==> config.mk <==
export PLATFORM = sky130hd
export DESIGN_NAME = lexicographic_next_permutation_core_flat
export DESIGN_NICKNAME = d
export VERILOG_FILES = /design/src/hdl/lnp_pkg.sv /design/src/hdl/lnp_stream_if.sv /design/src/hdl/lnp_ram.sv /design/src/hdl/lexicographic_next_permutation_core.sv /design/src/flat_wrapper.sv
export VERILOG_INCLUDE_DIRS = /design/src /design/src/hdl
export SDC_FILE = /design/constraint.sdc
export NUM_CORES = 1
export LEC_CHECK = 0
export BUFFER_PORTS_ARGS = -buffer_cell sky130_fd_sc_hd__buf_2
export CORE_MARGIN = 10
export CORE_UTILIZATION = 56
export CTS_CLUSTER_SIZE = 8
export DETAILED_ROUTE_END_ITERATION = 10
export GPL_ROUTABILITY_DRIVEN = 0
export PLACE_DENSITY = 0.84
export SYNTH_ARGS = -nofsm -noshare
export SYNTH_HDL_FRONTEND = slang
export SYNTH_HIERARCHICAL = 1
export SYNTH_SLANG_ARGS = --single-unit
==> constraint.sdc <==
create_clock -name clk -period 3.6 [get_ports clk]
set_input_delay 0.72 -clock clk [delete_from_list [all_inputs] [get_ports clk]]
set_output_delay 0.72 -clock clk [all_outputs]
set_load 0.02 [all_outputs]
==> src/hdl/lexicographic_next_permutation_core_defines.svh <==
// Assertion macros for the next-permutation core.
// Included by the top level; no other dependencies.
`ifndef LEXICOGRAPHIC_NEXT_PERMUTATION_CORE_DEFINES_SVH
`define LEXICOGRAPHIC_NEXT_PERMUTATION_CORE_DEFINES_SVH
`ifndef SYNTHESIS
`define LNP_ASSERT_HOLDS(label, clk, rst_n, cond, msg) \
  label: assert property (@(posedge clk) disable iff (!rst_n) (cond)) else $error(msg);
`define LNP_ASSERT_IMPL(label, clk, rst_n, ante, cons, msg) \
  label: assert property (@(posedge clk) disable iff (!rst_n) (ante) |-> (cons)) \
    else $error(msg);
`else
`define LNP_ASSERT_HOLDS(label, clk, rst_n, cond, msg)
`define LNP_ASSERT_IMPL(label, clk, rst_n, ante, cons, msg)
`endif
`endif

==> src/hdl/lnp_pkg.sv <==
// Shared widths, defaults and opcodes of the next-permutation core.
// No dependencies.
package lnp_pkg;
  localparam int OPCODE_W = 2;
  localparam int POSITION_W = 3;
  localparam int SYMBOL_W = 8;
  localparam int LENGTH_W = 4;
  localparam int MAX_LENGTH_DEFAULT = 8;
  localparam logic [LENGTH_W-1:0] LENGTH_RESET = 4'd8;

  typedef enum logic [OPCODE_W-1:0] {
    OP_LOAD  = 2'd0,
    OP_FIRST = 2'd1,
    OP_NEXT  = 2'd2,
    OP_NOP   = 2'd3
  } opcode_t;
endpackage

==> src/hdl/lnp_stream_if.sv <==
// Valid/ready channel interfaces for the command and result streams.
// Depends on lnp_pkg for field widths.
interface lnp_in_if;
  import lnp_pkg::*;
  logic                  valid;
  logic                  ready;
  logic [OPCODE_W-1:0]   opcode;
  logic [POSITION_W-1:0] position;
  logic [SYMBOL_W-1:0]   symbol;
  modport source (output valid, opcode, position, symbol, input ready);
  modport sink (input valid, opcode, position, symbol, output ready);
endinterface

interface lnp_out_if;
  import lnp_pkg::*;
  logic                  valid;
  logic                  ready;
  logic [SYMBOL_W-1:0]   out_symbol;
  logic [POSITION_W-1:0] out_position;
  logic                  last;
  logic                  finished;
  modport source (output valid, out_symbol, out_position, last, finished, input ready);
  modport sink (input valid, out_symbol, out_position, last, finished, output ready);
endinterface

==> src/hdl/lnp_ram.sv <==
// Generic single-write, single-read RAM with a registered read port.
// No dependencies.
module lnp_ram #(
  parameter int WIDTH = 8,
  parameter int DEPTH = 8
) (
  input  logic                     clk,
  input  logic                     we,
  input  logic [$clog2(DEPTH)-1:0] waddr,
  input  logic [WIDTH-1:0]         wdata,
  input  logic [$clog2(DEPTH)-1:0] raddr,
  output logic [WIDTH-1:0]         rdata
);
  logic [WIDTH-1:0] mem [DEPTH];

  always_ff @(posedge clk) begin
    if (we) begin
      mem[waddr] <= wdata;
    end
    rdata <= mem[raddr];
  end
endmodule

==> src/hdl/lexicographic_next_permutation_core.sv <==
// Next-permutation core: the row lives in a RAM with one read and one write port.
// Load writes one symbol; First bubble-sorts the row, then emits it.
// Next scans down for the pivot, searches down for its successor, does two swap writes,
// reverses the tail pair by pair through the one read port, then emits the row (one finished beat if no pivot).
// Items are taken one at a time in idle; output stalls stretch emission.
// Synchronous active-low reset clears control and sets the length to 8; row not cleared.
`include "lexicographic_next_permutation_core_defines.svh"
module lexicographic_next_permutation_core #(
  parameter int MAX_LENGTH = lnp_pkg::MAX_LENGTH_DEFAULT
) (
  input  logic                         clk,
  input  logic                         rst_n,
  lnp_in_if.sink                       in_ch,
  lnp_out_if.source                    out_ch,
  input  logic                         cfg_we,
  input  logic [lnp_pkg::LENGTH_W-1:0] cfg_wdata
);
  import lnp_pkg::*;

  localparam int IW = $clog2(MAX_LENGTH);
  localparam int CW = $clog2(MAX_LENGTH + 2);
  localparam int EW = (CW > LENGTH_W) ? CW : LENGTH_W;

  typedef enum logic [7:0] {
    S_IDLE = 8'b0000_0001,
    S_SORT = 8'b0000_0010,
    S_SCAN = 8'b0000_0100,
    S_FIND = 8'b0000_1000,
    S_SWAP = 8'b0001_0000,
    S_REV  = 8'b0010_0000,
    S_EMIT = 8'b0100_0000,
    S_FIN  = 8'b1000_0000
  } state_t;

  typedef enum logic [3:0] {
    RP_RDLO = 4'b0001,
    RP_RDHI = 4'b0010,
    RP_WRLO = 4'b0100,
    RP_WRHI = 4'b1000
  } rev_phase_t;

  state_t              state_r, state_nxt;
  rev_phase_t          rp_r, rp_nxt;
  logic [LENGTH_W-1:0] cfg_r;
  logic                ov_r, ov_nxt;
  logic [SYMBOL_W-1:0] osym_r, osym_nxt;
  logic [POSITION_W-1:0] opos_r, opos_nxt;
  logic                olast_r, olast_nxt;
  logic                ofin_r, ofin_nxt;
  logic [CW-1:0]       s_r, s_nxt;
  logic [CW-1:0]       pass_r, pass_nxt;
  logic [SYMBOL_W-1:0] hold_r, hold_nxt;
  logic [SYMBOL_W-1:0] prev_r, prev_nxt;
  logic [SYMBOL_W-1:0] iv_r, iv_nxt;
  logic [SYMBOL_W-1:0] jv_r, jv_nxt;
  logic [IW-1:0]       da_r, da_nxt;
  logic [IW-1:0]       i_r, i_nxt;
  logic [IW-1:0]       j_r, j_nxt;
  logic [IW-1:0]       lo_r, lo_nxt;
  logic [IW-1:0]       hi_r, hi_nxt;
  logic [IW-1:0]       ek_r, ek_nxt;
  logic                first_r, first_nxt;
  logic                dv_r, dv_nxt;

  logic                ram_we;
  logic [IW-1:0]       ram_waddr;
  logic [SYMBOL_W-1:0] ram_wdata;
  logic [IW-1:0]       ram_raddr;
  logic [SYMBOL_W-1:0] ram_rdata;

  logic [EW-1:0]       rl_ext;
  logic [EW-1:0]       pos_ext;
  logic [EW-1:0]       ek_ext;
  logic [CW-1:0]       n_len;
  logic [CW-1:0]       n_m1;
  logic [CW-1:0]       n_m2;
  logic [CW-1:0]       s_m2;
  logic [IW-1:0]       last_idx;
  logic [IW-1:0]       da_dec;
  logic [IW-1:0]       i_p1;
  logic                load_ok;

  lnp_ram #(
    .WIDTH(SYMBOL_W),
    .DEPTH(MAX_LENGTH)
  ) u_row_ram (
    .clk  (clk),
    .we   (ram_we),
    .waddr(ram_waddr),
    .wdata(ram_wdata),
    .raddr(ram_raddr),
    .rdata(ram_rdata)
  );

  always_comb begin
    rl_ext = EW'(cfg_r);
    priority if (rl_ext == '0) begin
      n_len = CW'(1);
    end else if (rl_ext > EW'(MAX_LENGTH)) begin
      n_len = CW'(MAX_LENGTH);
    end else begin
      n_len = rl_ext[CW-1:0];
    end
  end

  assign n_m1     = n_len - CW'(1);
  assign n_m2     = n_len - CW'(2);
  assign s_m2     = s_r - CW'(2);
  assign last_idx = n_m1[IW-1:0];
  assign pos_ext  = EW'(in_ch.position);
  assign ek_ext   = EW'(ek_r);
  assign da_dec   = (da_r == '0) ? '0 : da_r - IW'(1);
  assign i_p1     = i_r + IW'(1);
  assign load_ok  = !ov_r || out_ch.ready;

  assign in_ch.ready         = (state_r == S_IDLE);
  assign out_ch.valid        = ov_r;
  assign out_ch.out_symbol   = osym_r;
  assign out_ch.out_position = opos_r;
  assign out_ch.last         = olast_r;
  assign out_ch.finished     = ofin_r;

  always_comb begin
    state_nxt = state_r;
    rp_nxt    = rp_r;
    ov_nxt    = ov_r && !out_ch.ready;
    osym_nxt  = osym_r;
    opos_nxt  = opos_r;
    olast_nxt = olast_r;
    ofin_nxt  = ofin_r;
    s_nxt     = s_r;
    pass_nxt  = pass_r;
    hold_nxt  = hold_r;
    prev_nxt  = prev_r;
    iv_nxt    = iv_r;
    jv_nxt    = jv_r;
    da_nxt    = da_r;
    i_nxt     = i_r;
    j_nxt     = j_r;
    lo_nxt    = lo_r;
    hi_nxt    = hi_r;
    ek_nxt    = ek_r;
    first_nxt = first_r;
    dv_nxt    = dv_r;
    ram_we    = 1'b0;
    ram_waddr = '0;
    ram_wdata = '0;
    ram_raddr = '0;

    unique case (state_r)
      S_IDLE: begin
        if (in_ch.valid) begin
          unique case (in_ch.opcode)
            OP_LOAD: begin
              if (pos_ext < EW'(MAX_LENGTH)) begin
                ram_we    = 1'b1;
                ram_waddr = pos_ext[IW-1:0];
                ram_wdata = in_ch.symbol;
              end
            end
            OP_FIRST: begin
              if (n_len == CW'(1)) begin
                state_nxt = S_EMIT;
                ek_nxt    = '0;
                dv_nxt    = 1'b0;
              end else begin
                state_nxt = S_SORT;
                s_nxt     = '0;
                pass_nxt  = '0;
              end
            end
            OP_NEXT: begin
              if (n_len == CW'(1)) begin
                state_nxt = S_FIN;
              end else begin
                ram_raddr = last_idx;
                da_nxt    = last_idx;
                first_nxt = 1'b1;
                state_nxt = S_SCAN;
              end
            end
            default: begin
            end
          endcase
        end
      end

      S_SORT: begin
        if (s_r < n_len) begin
          ram_raddr = s_r[IW-1:0];
        end
        s_nxt = s_r + CW'(1);
        priority if (s_r == CW'(1)) begin
          hold_nxt = ram_rdata;
        end else if (s_r >= CW'(2) && s_r <= n_len) begin
          ram_we    = 1'b1;
          ram_waddr = s_m2[IW-1:0];
          if (hold_r > ram_rdata) begin
            ram_wdata = ram_rdata;
          end else begin
            ram_wdata = hold_r;
            hold_nxt  = ram_rdata;
          end
        end else if (s_r > n_len) begin
          ram_we    = 1'b1;
          ram_waddr = last_idx;
          ram_wdata = hold_r;
          s_nxt     = '0;
          if (pass_r == n_m2) begin
            state_nxt = S_EMIT;
            ek_nxt    = '0;
            dv_nxt    = 1'b0;
          end else begin
            pass_nxt = pass_r + CW'(1);
          end
        end else begin
        end
      end

      S_SCAN: begin
        ram_raddr = da_dec;
        priority if (first_r) begin
          prev_nxt  = ram_rdata;
          da_nxt    = da_dec;
          first_nxt = 1'b0;
        end else if (ram_rdata < prev_r) begin
          i_nxt     = da_r;
          iv_nxt    = ram_rdata;
          ram_raddr = last_idx;
          da_nxt    = last_idx;
          state_nxt = S_FIND;
        end else if (da_r == '0) begin
          state_nxt = S_FIN;
        end else begin
          prev_nxt = ram_rdata;
          da_nxt   = da_dec;
        end
      end

      S_FIND: begin
        ram_raddr = da_dec;
        if (ram_rdata > iv_r) begin
          j_nxt     = da_r;
          jv_nxt    = ram_rdata;
          first_nxt = 1'b1;
          state_nxt = S_SWAP;
        end else begin
          da_nxt = da_dec;
        end
      end

      S_SWAP: begin
        ram_we = 1'b1;
        if (first_r) begin
          ram_waddr = i_r;
          ram_wdata = jv_r;
          first_nxt = 1'b0;
        end else begin
          ram_waddr = j_r;
          ram_wdata = iv_r;
          lo_nxt    = i_p1;
          hi_nxt    = last_idx;
          if (i_p1 < last_idx) begin
            state_nxt = S_REV;
            rp_nxt    = RP_RDLO;
          end else begin
            state_nxt = S_EMIT;
            ek_nxt    = '0;
            dv_nxt    = 1'b0;
          end
        end
      end

      S_REV: begin
        unique case (rp_r)
          RP_RDLO: begin
            ram_raddr = lo_r;
            rp_nxt    = RP_RDHI;
          end
          RP_RDHI: begin
            ram_raddr = hi_r;
            prev_nxt  = ram_rdata;
            rp_nxt    = RP_WRLO;
          end
          RP_WRLO: begin
            ram_we    = 1'b1;
            ram_waddr = lo_r;
            ram_wdata = ram_rdata;
            rp_nxt    = RP_WRHI;
          end
          RP_WRHI: begin
            ram_we    = 1'b1;
            ram_waddr = hi_r;
            ram_wdata = prev_r;
            lo_nxt    = lo_r + IW'(1);
            hi_nxt    = hi_r - IW'(1);
            if ((lo_r + IW'(1)) < (hi_r - IW'(1))) begin
              ram_raddr = lo_r + IW'(1);
              rp_nxt    = RP_RDHI;
            end else begin
              state_nxt = S_EMIT;
              ek_nxt    = '0;
              dv_nxt    = 1'b0;
            end
          end
          default: begin
            rp_nxt = RP_RDLO;
          end
        endcase
      end

      S_EMIT: begin
        dv_nxt    = 1'b1;
        ram_raddr = ek_r;
        if (dv_r && load_ok) begin
          ov_nxt    = 1'b1;
          osym_nxt  = ram_rdata;
          opos_nxt  = ek_ext[POSITION_W-1:0];
          olast_nxt = (ek_r == last_idx);
          ofin_nxt  = 1'b0;
          if (ek_r == last_idx) begin
            ram_raddr = '0;
            state_nxt = S_IDLE;
          end else begin
            ram_raddr = ek_r + IW'(1);
            ek_nxt    = ek_r + IW'(1);
          end
        end
      end

      S_FIN: begin
        if (load_ok) begin
          ov_nxt    = 1'b1;
          osym_nxt  = '0;
          opos_nxt  = '0;
          olast_nxt = 1'b1;
          ofin_nxt  = 1'b1;
          state_nxt = S_IDLE;
        end
      end

      default: begin
        state_nxt = S_IDLE;
      end
    endcase
  end

  always_ff @(posedge clk) begin
    if (!rst_n) begin
      state_r <= S_IDLE;
      rp_r    <= RP_RDLO;
      ov_r    <= 1'b0;
      cfg_r   <= LENGTH_RESET;
    end else begin
      state_r <= state_nxt;
      rp_r    <= rp_nxt;
      ov_r    <= ov_nxt;
      if (cfg_we) begin
        cfg_r <= cfg_wdata;
      end
    end
  end

  always_ff @(posedge clk) begin
    osym_r  <= osym_nxt;
    opos_r  <= opos_nxt;
    olast_r <= olast_nxt;
    ofin_r  <= ofin_nxt;
    s_r     <= s_nxt;
    pass_r  <= pass_nxt;
    hold_r  <= hold_nxt;
    prev_r  <= prev_nxt;
    iv_r    <= iv_nxt;
    jv_r    <= jv_nxt;
    da_r    <= da_nxt;
    i_r     <= i_nxt;
    j_r     <= j_nxt;
    lo_r    <= lo_nxt;
    hi_r    <= hi_nxt;
    ek_r    <= ek_nxt;
    first_r <= first_nxt;
    dv_r    <= dv_nxt;
  end

  `LNP_ASSERT_IMPL(a_emit_no_write, clk, rst_n, state_r == S_EMIT, !ram_we, "write in emit")
  `LNP_ASSERT_IMPL(a_rev_order, clk, rst_n, state_r == S_REV, lo_r < hi_r, "pointers crossed")
  `LNP_ASSERT_IMPL(a_swap_order, clk, rst_n, state_r == S_SWAP, j_r > i_r, "bad swap partner")
  `LNP_ASSERT_IMPL(a_fin_shape, clk, rst_n, ov_r && ofin_r, olast_r && opos_r == '0, "bad finish")
endmodule

==> src/flat_wrapper.sv <==
// flat-port wrapper written by rule: the top's interface ports become plain ports
module lexicographic_next_permutation_core_flat import lnp_pkg::*;
#(
  parameter int MAX_LENGTH = lnp_pkg::MAX_LENGTH_DEFAULT
)
  (clk, rst_n, cfg_we, cfg_wdata, in_ch_valid, in_ch_opcode, in_ch_position, in_ch_symbol, in_ch_ready, out_ch_valid, out_ch_out_symbol, out_ch_out_position, out_ch_last, out_ch_finished, out_ch_ready);
  lnp_in_if in_ch_i ();
  lnp_out_if out_ch_i ();
  input  logic clk;
  input  logic rst_n;
  input  logic cfg_we;
  input  logic [lnp_pkg::LENGTH_W-1:0] cfg_wdata;
  input wire logic [$bits(in_ch_i.valid)-1:0] in_ch_valid;
  input wire logic [$bits(in_ch_i.opcode)-1:0] in_ch_opcode;
  input wire logic [$bits(in_ch_i.position)-1:0] in_ch_position;
  input wire logic [$bits(in_ch_i.symbol)-1:0] in_ch_symbol;
  output wire logic [$bits(in_ch_i.ready)-1:0] in_ch_ready;
  output wire logic [$bits(out_ch_i.valid)-1:0] out_ch_valid;
  output wire logic [$bits(out_ch_i.out_symbol)-1:0] out_ch_out_symbol;
  output wire logic [$bits(out_ch_i.out_position)-1:0] out_ch_out_position;
  output wire logic [$bits(out_ch_i.last)-1:0] out_ch_last;
  output wire logic [$bits(out_ch_i.finished)-1:0] out_ch_finished;
  input wire logic [$bits(out_ch_i.ready)-1:0] out_ch_ready;
  assign in_ch_i.valid = in_ch_valid;
  assign in_ch_i.opcode = in_ch_opcode;
  assign in_ch_i.position = in_ch_position;
  assign in_ch_i.symbol = in_ch_symbol;
  assign in_ch_ready = in_ch_i.ready;
  assign out_ch_valid = out_ch_i.valid;
  assign out_ch_out_symbol = out_ch_i.out_symbol;
  assign out_ch_out_position = out_ch_i.out_position;
  assign out_ch_last = out_ch_i.last;
  assign out_ch_finished = out_ch_i.finished;
  assign out_ch_i.ready = out_ch_ready;
  lexicographic_next_permutation_core #(.MAX_LENGTH(MAX_LENGTH)) u_core (.clk(clk), .rst_n(rst_n), .in_ch(in_ch_i), .out_ch(out_ch_i), .cfg_we(cfg_we), .cfg_wdata(cfg_wdata));
endmodule
==> reports/results.tsv, run 1 <==
metric	value	unit
count of routing violations after the opening detailed-route iteration	619	
transition at the pin with the smallest max-transition slack	917	ps
number of antenna violations at the first check in global routing	0	
Seq/Total Area, Yosys	55.5	%
share of async-settable or async-resettable flops after synthesis	0	%
Max Fclk	287	MHz
critical setup path kind	flip-flop to flip-flop	
Max Root-Sink Buffers	2	
total power density per cell area	561	nW/um^2
first-pass GRT wire length	32100	um
TritonCTS sink count	162	
mean area per synthesized cell	12.6	sq um
Setup violations, final	0	
leakage power summed over all cells	3.68	nW
total of warnings raised by yosys	6	
fraction of final layout cells with drive strength greater than 1	17.7	%
count of endpoints failing hold in the final timing report	0	
DRC	0	
Initial Util	57.2	%
vias in the first global route	5911	
critical path capture point type	flip-flop	
FF+latch count, synth	162	
number of standard-cell rows in the floorplan	44	
period utilization	96.8	%
outcome	completed	
Max Cap Viol	0	
number of diodes added for antenna fixing	0	
fin nets	793	
Mapped Area	8310	sq um
overall die width	142	um
H-tree depth reported by CTS	4	
final sum of negative setup slack	0	ps
worst endpoint data arrival time	3810	ps
clock root buffer	sky130_fd_sc_hd__clkbuf_16	
peak fanout along the critical path	16	
clock tree from TritonCTS	built	
Min-Delay Path Depth	0	
buffers added on ports	36	
post-detailed-route count of antenna-violating nets	0	
area of all sequential standard cells	4610	sq um
Boundary Pins	37	
startpoint type of the worst setup path	flip-flop	
estimated wirelength of the detail-placed design	14800	um
global-route congestion overflow total	0	
most used flip-flop cell after synthesis	sky130_fd_sc_hd__edfxtp_1	
data required time of the worst path	3930	ps
Syn Nets	728	
pin count of the biggest net entering global routing	20	
setup clock skew after layout	9.66	ps
final instance count without filler cells	923	
multi-input logic area	3440	sq um
routed via count	5989	
Slew Limit Fails	0	
synth-to-layout area growth	14.3	%
count of mapped cells out of synthesis	661	
Final Critical Period	3490	ps
die outline height	142	um
post-CTS setup buffer count	0	
number of distinct library cells after synthesis	79	
average vias per placed instance	6.49	
setup repair after global routing missed its margin	no	
Std-Cell Core Area	14500	sq um
average wire per cell in the routed design	22.2	um
DRT Pass-1 Iters	6	
placed cell count	891	
worst supply voltage drop on vdd	0.325	mV
max-slew headroom at the worst pin	38.9	%
EDFF count, synth	137	
Overall Global Routing Usage	20.6	%
Filler cells	984	
clock buffer count from CTS	17	
total die area	20100	sq um
clock-pin slew of the registers on the worst-case setup and hold paths	70	ps
number of cell instances on the worst register-to-register path	8	
Total Wirelength	20500	um
worst hold-check path type	flip-flop to flip-flop	
latest clock arrival within the worst-skew pair	440	ps
==> synthesized netlist by cell type (10+ instances only) <==
| cell type | count | area (sq um) |
|---|---|---|
| sky130_fd_sc_hd__a21oi_1 | 27 | 135 |
| sky130_fd_sc_hd__o21ai_0 | 21 | 105 |
| sky130_fd_sc_hd__dfxtp_1 | 25 | 500 |
| sky130_fd_sc_hd__nand2b_1 | 13 | 81.3 |
| sky130_fd_sc_hd__mux4_1 | 15 | 394 |
| sky130_fd_sc_hd__a221o_1 | 16 | 160 |
| sky130_fd_sc_hd__nor2b_1 | 23 | 144 |
| sky130_fd_sc_hd__clkbuf_1 | 11 | 41.3 |
| sky130_fd_sc_hd__inv_1 | 46 | 173 |
| sky130_fd_sc_hd__nand2_1 | 33 | 124 |
| sky130_fd_sc_hd__nor3_1 | 13 | 65.1 |
| sky130_fd_sc_hd__nor2_1 | 58 | 218 |
| sky130_fd_sc_hd__mux2i_1 | 16 | 160 |
| sky130_fd_sc_hd__edfxtp_1 | 137 | 4110 |
| sky130_fd_sc_hd__mux2_2 | 10 | 113 |
| sky130_fd_sc_hd__ha_1 | 45 | 563 |
==> sequential cells by signal, summed over array words and instances, names as in the netlist, 3 cells and up <==
signal / cells
u_core/u_row_ram/rdata: 8
u_core/ek_r: 3
u_core/s_r: 4
u_core/prev_r: 8
u_core/j_r: 3
u_core/cfg_r: 4
u_core/i_r: 3
u_core/out_ch.out_position: 3
u_core/da_r: 3
u_core/rp_r: 4
u_core/u_row_ram/mem: 64
u_core/out_ch.out_symbol: 8
u_core/hi_r: 3
u_core/pass_r: 4
u_core/state_r: 8
u_core/hold_r: 8
u_core/lo_r: 3
u_core/jv_r: 8
u_core/iv_r: 8
==> cells in the final DEF, fill, tap and decap left out, types with 11 or more instances in the layout <==
master	count
sky130_fd_sc_hd__nand2_1	33
sky130_fd_sc_hd__buf_2	36
sky130_fd_sc_hd__clkbuf_16	17
sky130_fd_sc_hd__edfxtp_1	137
sky130_fd_sc_hd__a221o_1	16
sky130_fd_sc_hd__inv_1	46
sky130_fd_sc_hd__mux2i_1	16
sky130_fd_sc_hd__nor2_1	58
sky130_fd_sc_hd__mux4_1	15
sky130_fd_sc_hd__dfxtp_1	25
sky130_fd_sc_hd__nor3_1	11
sky130_fd_sc_hd__a21oi_1	27
sky130_fd_sc_hd__ha_1	45
sky130_fd_sc_hd__buf_4	31
sky130_fd_sc_hd__o21ai_0	21
sky130_fd_sc_hd__nand2b_1	12
sky130_fd_sc_hd__nor2b_1	22
==> metal layers <==
layer | up-vias | routed length (um) | global-route usage (%)
met5 | - | 0 | 0
met4 | 0 | 644 | 8.93
met3 | 75 | 1810 | 5.07
met2 | 358 | 10300 | 34.6
met1 | 2896 | 7790 | 24.6
li1 | 2660 | - | -
==> critical path, stage by stage (launching register included) <==
cell and delay, ps:
sky130_fd_sc_hd__dfxtp_1 410, sky130_fd_sc_hd__or4_1 620, sky130_fd_sc_hd__or4_1 710, sky130_fd_sc_hd__nor2_1 280, sky130_fd_sc_hd__nand2_1 140, sky130_fd_sc_hd__o211ai_1 300
sky130_fd_sc_hd__buf_4 300, sky130_fd_sc_hd__mux4_1 330, sky130_fd_sc_hd__mux2_2 290
==> metrics by stage <==
stage	hold slack (ps)	utilization (%)	setup slack (ps)	power, W	area (sq um)
finish	527	65.4	114	0.00533	9500
global placement	488	61.0	274	0.00345	8860
CTS	516	65.1	72.2	0.00532	9470
floorplan	452	-	200	0.00314	8310
global route	535	65.4	4.17	0.00554	9500
detailed placement	504	61.0	65.4	0.00352	8860
==> final timing paths <==
path / from / end / slack (ps)
worst min-delay path: u_core/da_r[1]$_DFFE_PP_ / u_core/j_r[1]$_DFFE_PP_ / 530
worst min register to register: u_core/da_r[1]$_DFFE_PP_ / u_core/j_r[1]$_DFFE_PP_ / 530
worst max-delay path: u_core/state_r[4]$_SDFFE_PN0P_ / u_core/u_row_ram/rdata[5]$_DFF_P_ / 110
worst max register to register: u_core/state_r[4]$_SDFFE_PN0P_ / u_core/u_row_ram/rdata[5]$_DFF_P_ / 110
==> power by group <==
group | switching (W) | leakage, nW | internal [W] | total [W]
Clock | 0.000847 | 0.291 | 0.000938 | 0.00179
Sequential | 0.000152 | 1.45 | 0.00223 | 0.00238
Combinational | 0.000680 | 1.94 | 0.000485 | 0.00117
==> repair_timing <==
action | CTS | global route
hold buffers | 0 | 0
resized for setup | 0 | 7
setup endpoints to repair | 0 | 32
==> cell families after synthesis <==
logic type | after synthesis | synth area share (%)
buffers and inverters | 69 | 3.63
XOR/XNOR | 16 | 1.85
adder cells (fa/ha/maj) | 45 | 6.77
AND/OR/NAND/NOR | 198 | 12.5
flip-flops | 162 | 55.5
multiplexers | 42 | 8.29
AO/OA/AOI/OAI | 129 | 11.4
==> cell type report <==
cell class / instances / share of cell area, %
clock buffers: 17 / 4.48
clock inverters: 15 / 1.92
inverters: 47 / 1.86
multi-input cells: 430 / 36.2
flip-flops and latches: 162 / 48.6
well taps: 184 / 2.42
repair buffers: 68 / 4.56
Power figures use the tool's default switching activity.
==> inputs of run 2 (changes only) <==
--- a/config.mk
+++ b/config.mk
@@ -8,11 +8,10 @@
 export LEC_CHECK = 0
 export BUFFER_PORTS_ARGS = -buffer_cell sky130_fd_sc_hd__buf_2
 export CORE_MARGIN = 10
-export CORE_UTILIZATION = 56
+export CORE_UTILIZATION = 53
 export CTS_CLUSTER_SIZE = 8
 export DETAILED_ROUTE_END_ITERATION = 10
-export GPL_ROUTABILITY_DRIVEN = 0
-export PLACE_DENSITY = 0.84
+export PLACE_DENSITY = 0.81
 export SYNTH_ARGS = -nofsm -noshare
 export SYNTH_HDL_FRONTEND = slang
 export SYNTH_HIERARCHICAL = 1
==> reports/results.tsv, run 2 (synthesis results as in run 1) <==
metric	value	unit	change
Buf+Inv Stages, Crit Path	1		unchanged
Max Cap Viol	0		unchanged
total number of cells along the worst setup path	12		+4
Boundary Pins	37		unchanged
estimated wirelength of the detail-placed design	14700	um	-0.66%
TritonCTS sink count	162		unchanged
setup clock skew after layout	11.1	ps	+1.46 ps
fin nets	807		+1.8%
average wire per cell in the routed design	21.0	um	-5.6%
clock-pin slew of the registers on the worst-case setup and hold paths	70	ps	about the same
Setup violations, final	0		unchanged
global-route congestion overflow total	0		unchanged
data required time of the worst path	3930	ps	about the same
Worst Hold Slack	522	ps	-5.29 ps
count of routing violations after the opening detailed-route iteration	743		+20%
number of cell instances on the worst register-to-register path	12		+4
highest cell delay on the worst timing path	580	ps	-130 ps
Post-Place Cell Area	9010	sq um	+1.7%
transition at the pin with the smallest max-transition slack	610	ps	-307 ps
worst setup path end	u_core/u_row_ram/rdata[4]$_DFF_P_		
Filler cells	1141		+16%
first-pass GRT wire length	32000	um	-0.43%
worst reg2reg startpoint	u_core/lo_r[0]$_DFFE_PP_		
count of cells resized by post-cts repair	0		unchanged
post-route design area	9600	sq um	+1.0%
critical path capture point type	flip-flop		
Final Critical Period	3520	ps	+31.6 ps
Slew Limit Fails	0		unchanged
Overall Global Routing Usage	19.0	%	-1.6 points
register name with the most flops	u_core/u_row_ram/mem		
die outline height	145	um	+2.4%
multi-input logic area	3420	sq um	-0.51%
post-CTS setup buffer count	0		unchanged
hold buffer count at cts	0		unchanged
commonest non-fill, non-tap cell in the layout	sky130_fd_sc_hd__edfxtp_1		
latest clock arrival within the worst-skew pair	430	ps	about the same
Worst setup startpoint	u_core/lo_r[0]$_DFFE_PP_		
total die area	21100	sq um	+4.9%
worst hold-check path type	input port to flip-flop		
number of flip-flops in the largest register	64		unchanged
outcome	completed		
startpoint type of the worst setup path	flip-flop		
worst supply voltage drop on vdd	0.407	mV	+25%
fraction of final layout cells with drive strength greater than 1	18.7	%	+1.0 points
total power density per cell area	553	nW/um^2	-1.4%
cells along the critical path	ha_1, xor2_2, ha_1, a21o_1, a31oi_2, nor2b_2, a22oi_1, o21ai_0, or3_1, buf_12, mux4_1, mux2_2		
area of all sequential standard cells	4610	sq um	unchanged
post-detailed-route count of antenna-violating nets	0		unchanged
synth-to-layout area growth	15.4	%	
clock root buffer	sky130_fd_sc_hd__clkbuf_16		
minimum setup slack among reg-to-reg paths	80	ps	-30 ps
Total Wirelength	20200	um	-1.4%
Std-Cell Core Area	15300	sq um	+5.4%
Max Fclk	284	MHz	-0.90%
number of antenna violations at the first check in global routing	0		unchanged
FF-to-FF End	u_core/u_row_ram/rdata[4]$_DFF_P_		
buffers added on ports	36		unchanged
leakage power summed over all cells	3.74	nW	+1.4%
clock tree from TritonCTS	built		
max-slew headroom at the worst pin	58.9	%	+20 points
worst endpoint data arrival time	3840	ps	+30 ps
cell family contributing the most delay on the critical path	multiplexers		
Initial Util	54.3	%	-2.9 points
routability-driven placement congestion ratio	0.936		
leading cell types in the layout, fill and taps excluded	sky130_fd_sc_hd__edfxtp_1 (137), sky130_fd_sc_hd__nor2_1 (58), sky130_fd_sc_hd__inv_1 (46), sky130_fd_sc_hd__ha_1 (45), sky130_fd_sc_hd__buf_4 (44)		
DRC	0		unchanged
Max Root-Sink Buffers	2		unchanged
peak fanout along the critical path	16		unchanged
Worst path most repeated cell	sky130_fd_sc_hd__ha_1		
critical setup path kind	flip-flop to flip-flop		
count of endpoints failing hold in the final timing report	0		unchanged
library cell contributing the largest single delay on the critical path	sky130_fd_sc_hd__mux4_1		
number of diodes added for antenna fixing	0		unchanged
DRT Pass-1 Iters	5		-1
overall die width	145	um	+2.4%
number of standard-cell rows in the floorplan	45		+2.3%
pin count of the biggest net entering global routing	19		-5.0%
vias in the first global route	5860		-0.86%
average vias per placed instance	6.10		-5.9%
clock buffer count from CTS	17		unchanged
routed via count	5884		-1.8%
period utilization	97.7	%	+0.88 points
H-tree depth reported by CTS	4		unchanged
-- run 2: changes by cell type in the layout (fill, tap and decap cells not counted), sizes merged --
cell	delta
buf	+14
inv	+3
clkinv	-2
clkinvlp	-1
-- run 2: per-layer routing --
metal	up-vias	global-route usage (%)	share of wire [%]	routed length (um)
met5	-	0	0	0
met2	243	31.9	50	10100
met4	0	6.02	1.7	354
li1	2683	-	-	-
met1	2908	24.3	42	8580
met3	50	3.51	6.1	1230
-- run 2: how the worst min path moves through the flow --
stage,slack (ps),from,endpoint,cells after the start
after detailed placement,510,u_core/da_r[1]$_DFFE_PP_,u_core/j_r[1]$_DFFE_PP_,0
final,520,cfg_wdata[3],u_core/cfg_r[3]$_SDFFE_PN1P_,3
after floorplan,450,u_core/da_r[1]$_DFFE_PP_,u_core/i_r[1]$_DFFE_PP_,0
after global routing,530,cfg_wdata[3],u_core/cfg_r[3]$_SDFFE_PN1P_,3
after CTS,510,cfg_wdata[3],u_core/cfg_r[3]$_SDFFE_PN1P_,3
after global placement,490,u_core/da_r[1]$_DFFE_PP_,u_core/i_r[1]$_DFFE_PP_,0
-- run 2: cell type report --
type	count	share of cell area (%)
clock inverter	15	1.50
timing repair buffer	82	5.74
clock buffer	17	4.43
sequential	162	48.1
multi-input combinational	430	35.7
inverter	47	1.84
tap	211	2.75
-- run 2: worst register-to-register path: cells and delay by family (launching register included) --
family	cells	cell delay, ps
xor gates and xnor gates	1	160
and+or+nand+nor	2	420
muxes	2	870
buffers and inverters	1	180
AOI/OAI and AO/OA	4	750
adders and majority gates	2	590
DFF	1	450
-- run 2: power breakdown --
group	internal, W	switching, W
Combinational	0.000523	0.000705
Clock	0.000919	0.000819
Sequential	0.00223	0.000112
-- run 2: metrics by stage --
step                utilization (%)  std cells  worst slack, ps  TNS [ps]  power [W]
floorplan                         -        661              200         0    0.00314
global placement               58.8        932              186         0    0.00350
detailed placement             58.8        932              153         0    0.00356
CTS                            62.5        964              112         0    0.00530
global route                   62.7        964            -2.07     -2.07    0.00553
finish                         62.7        964             82.7         0    0.00530
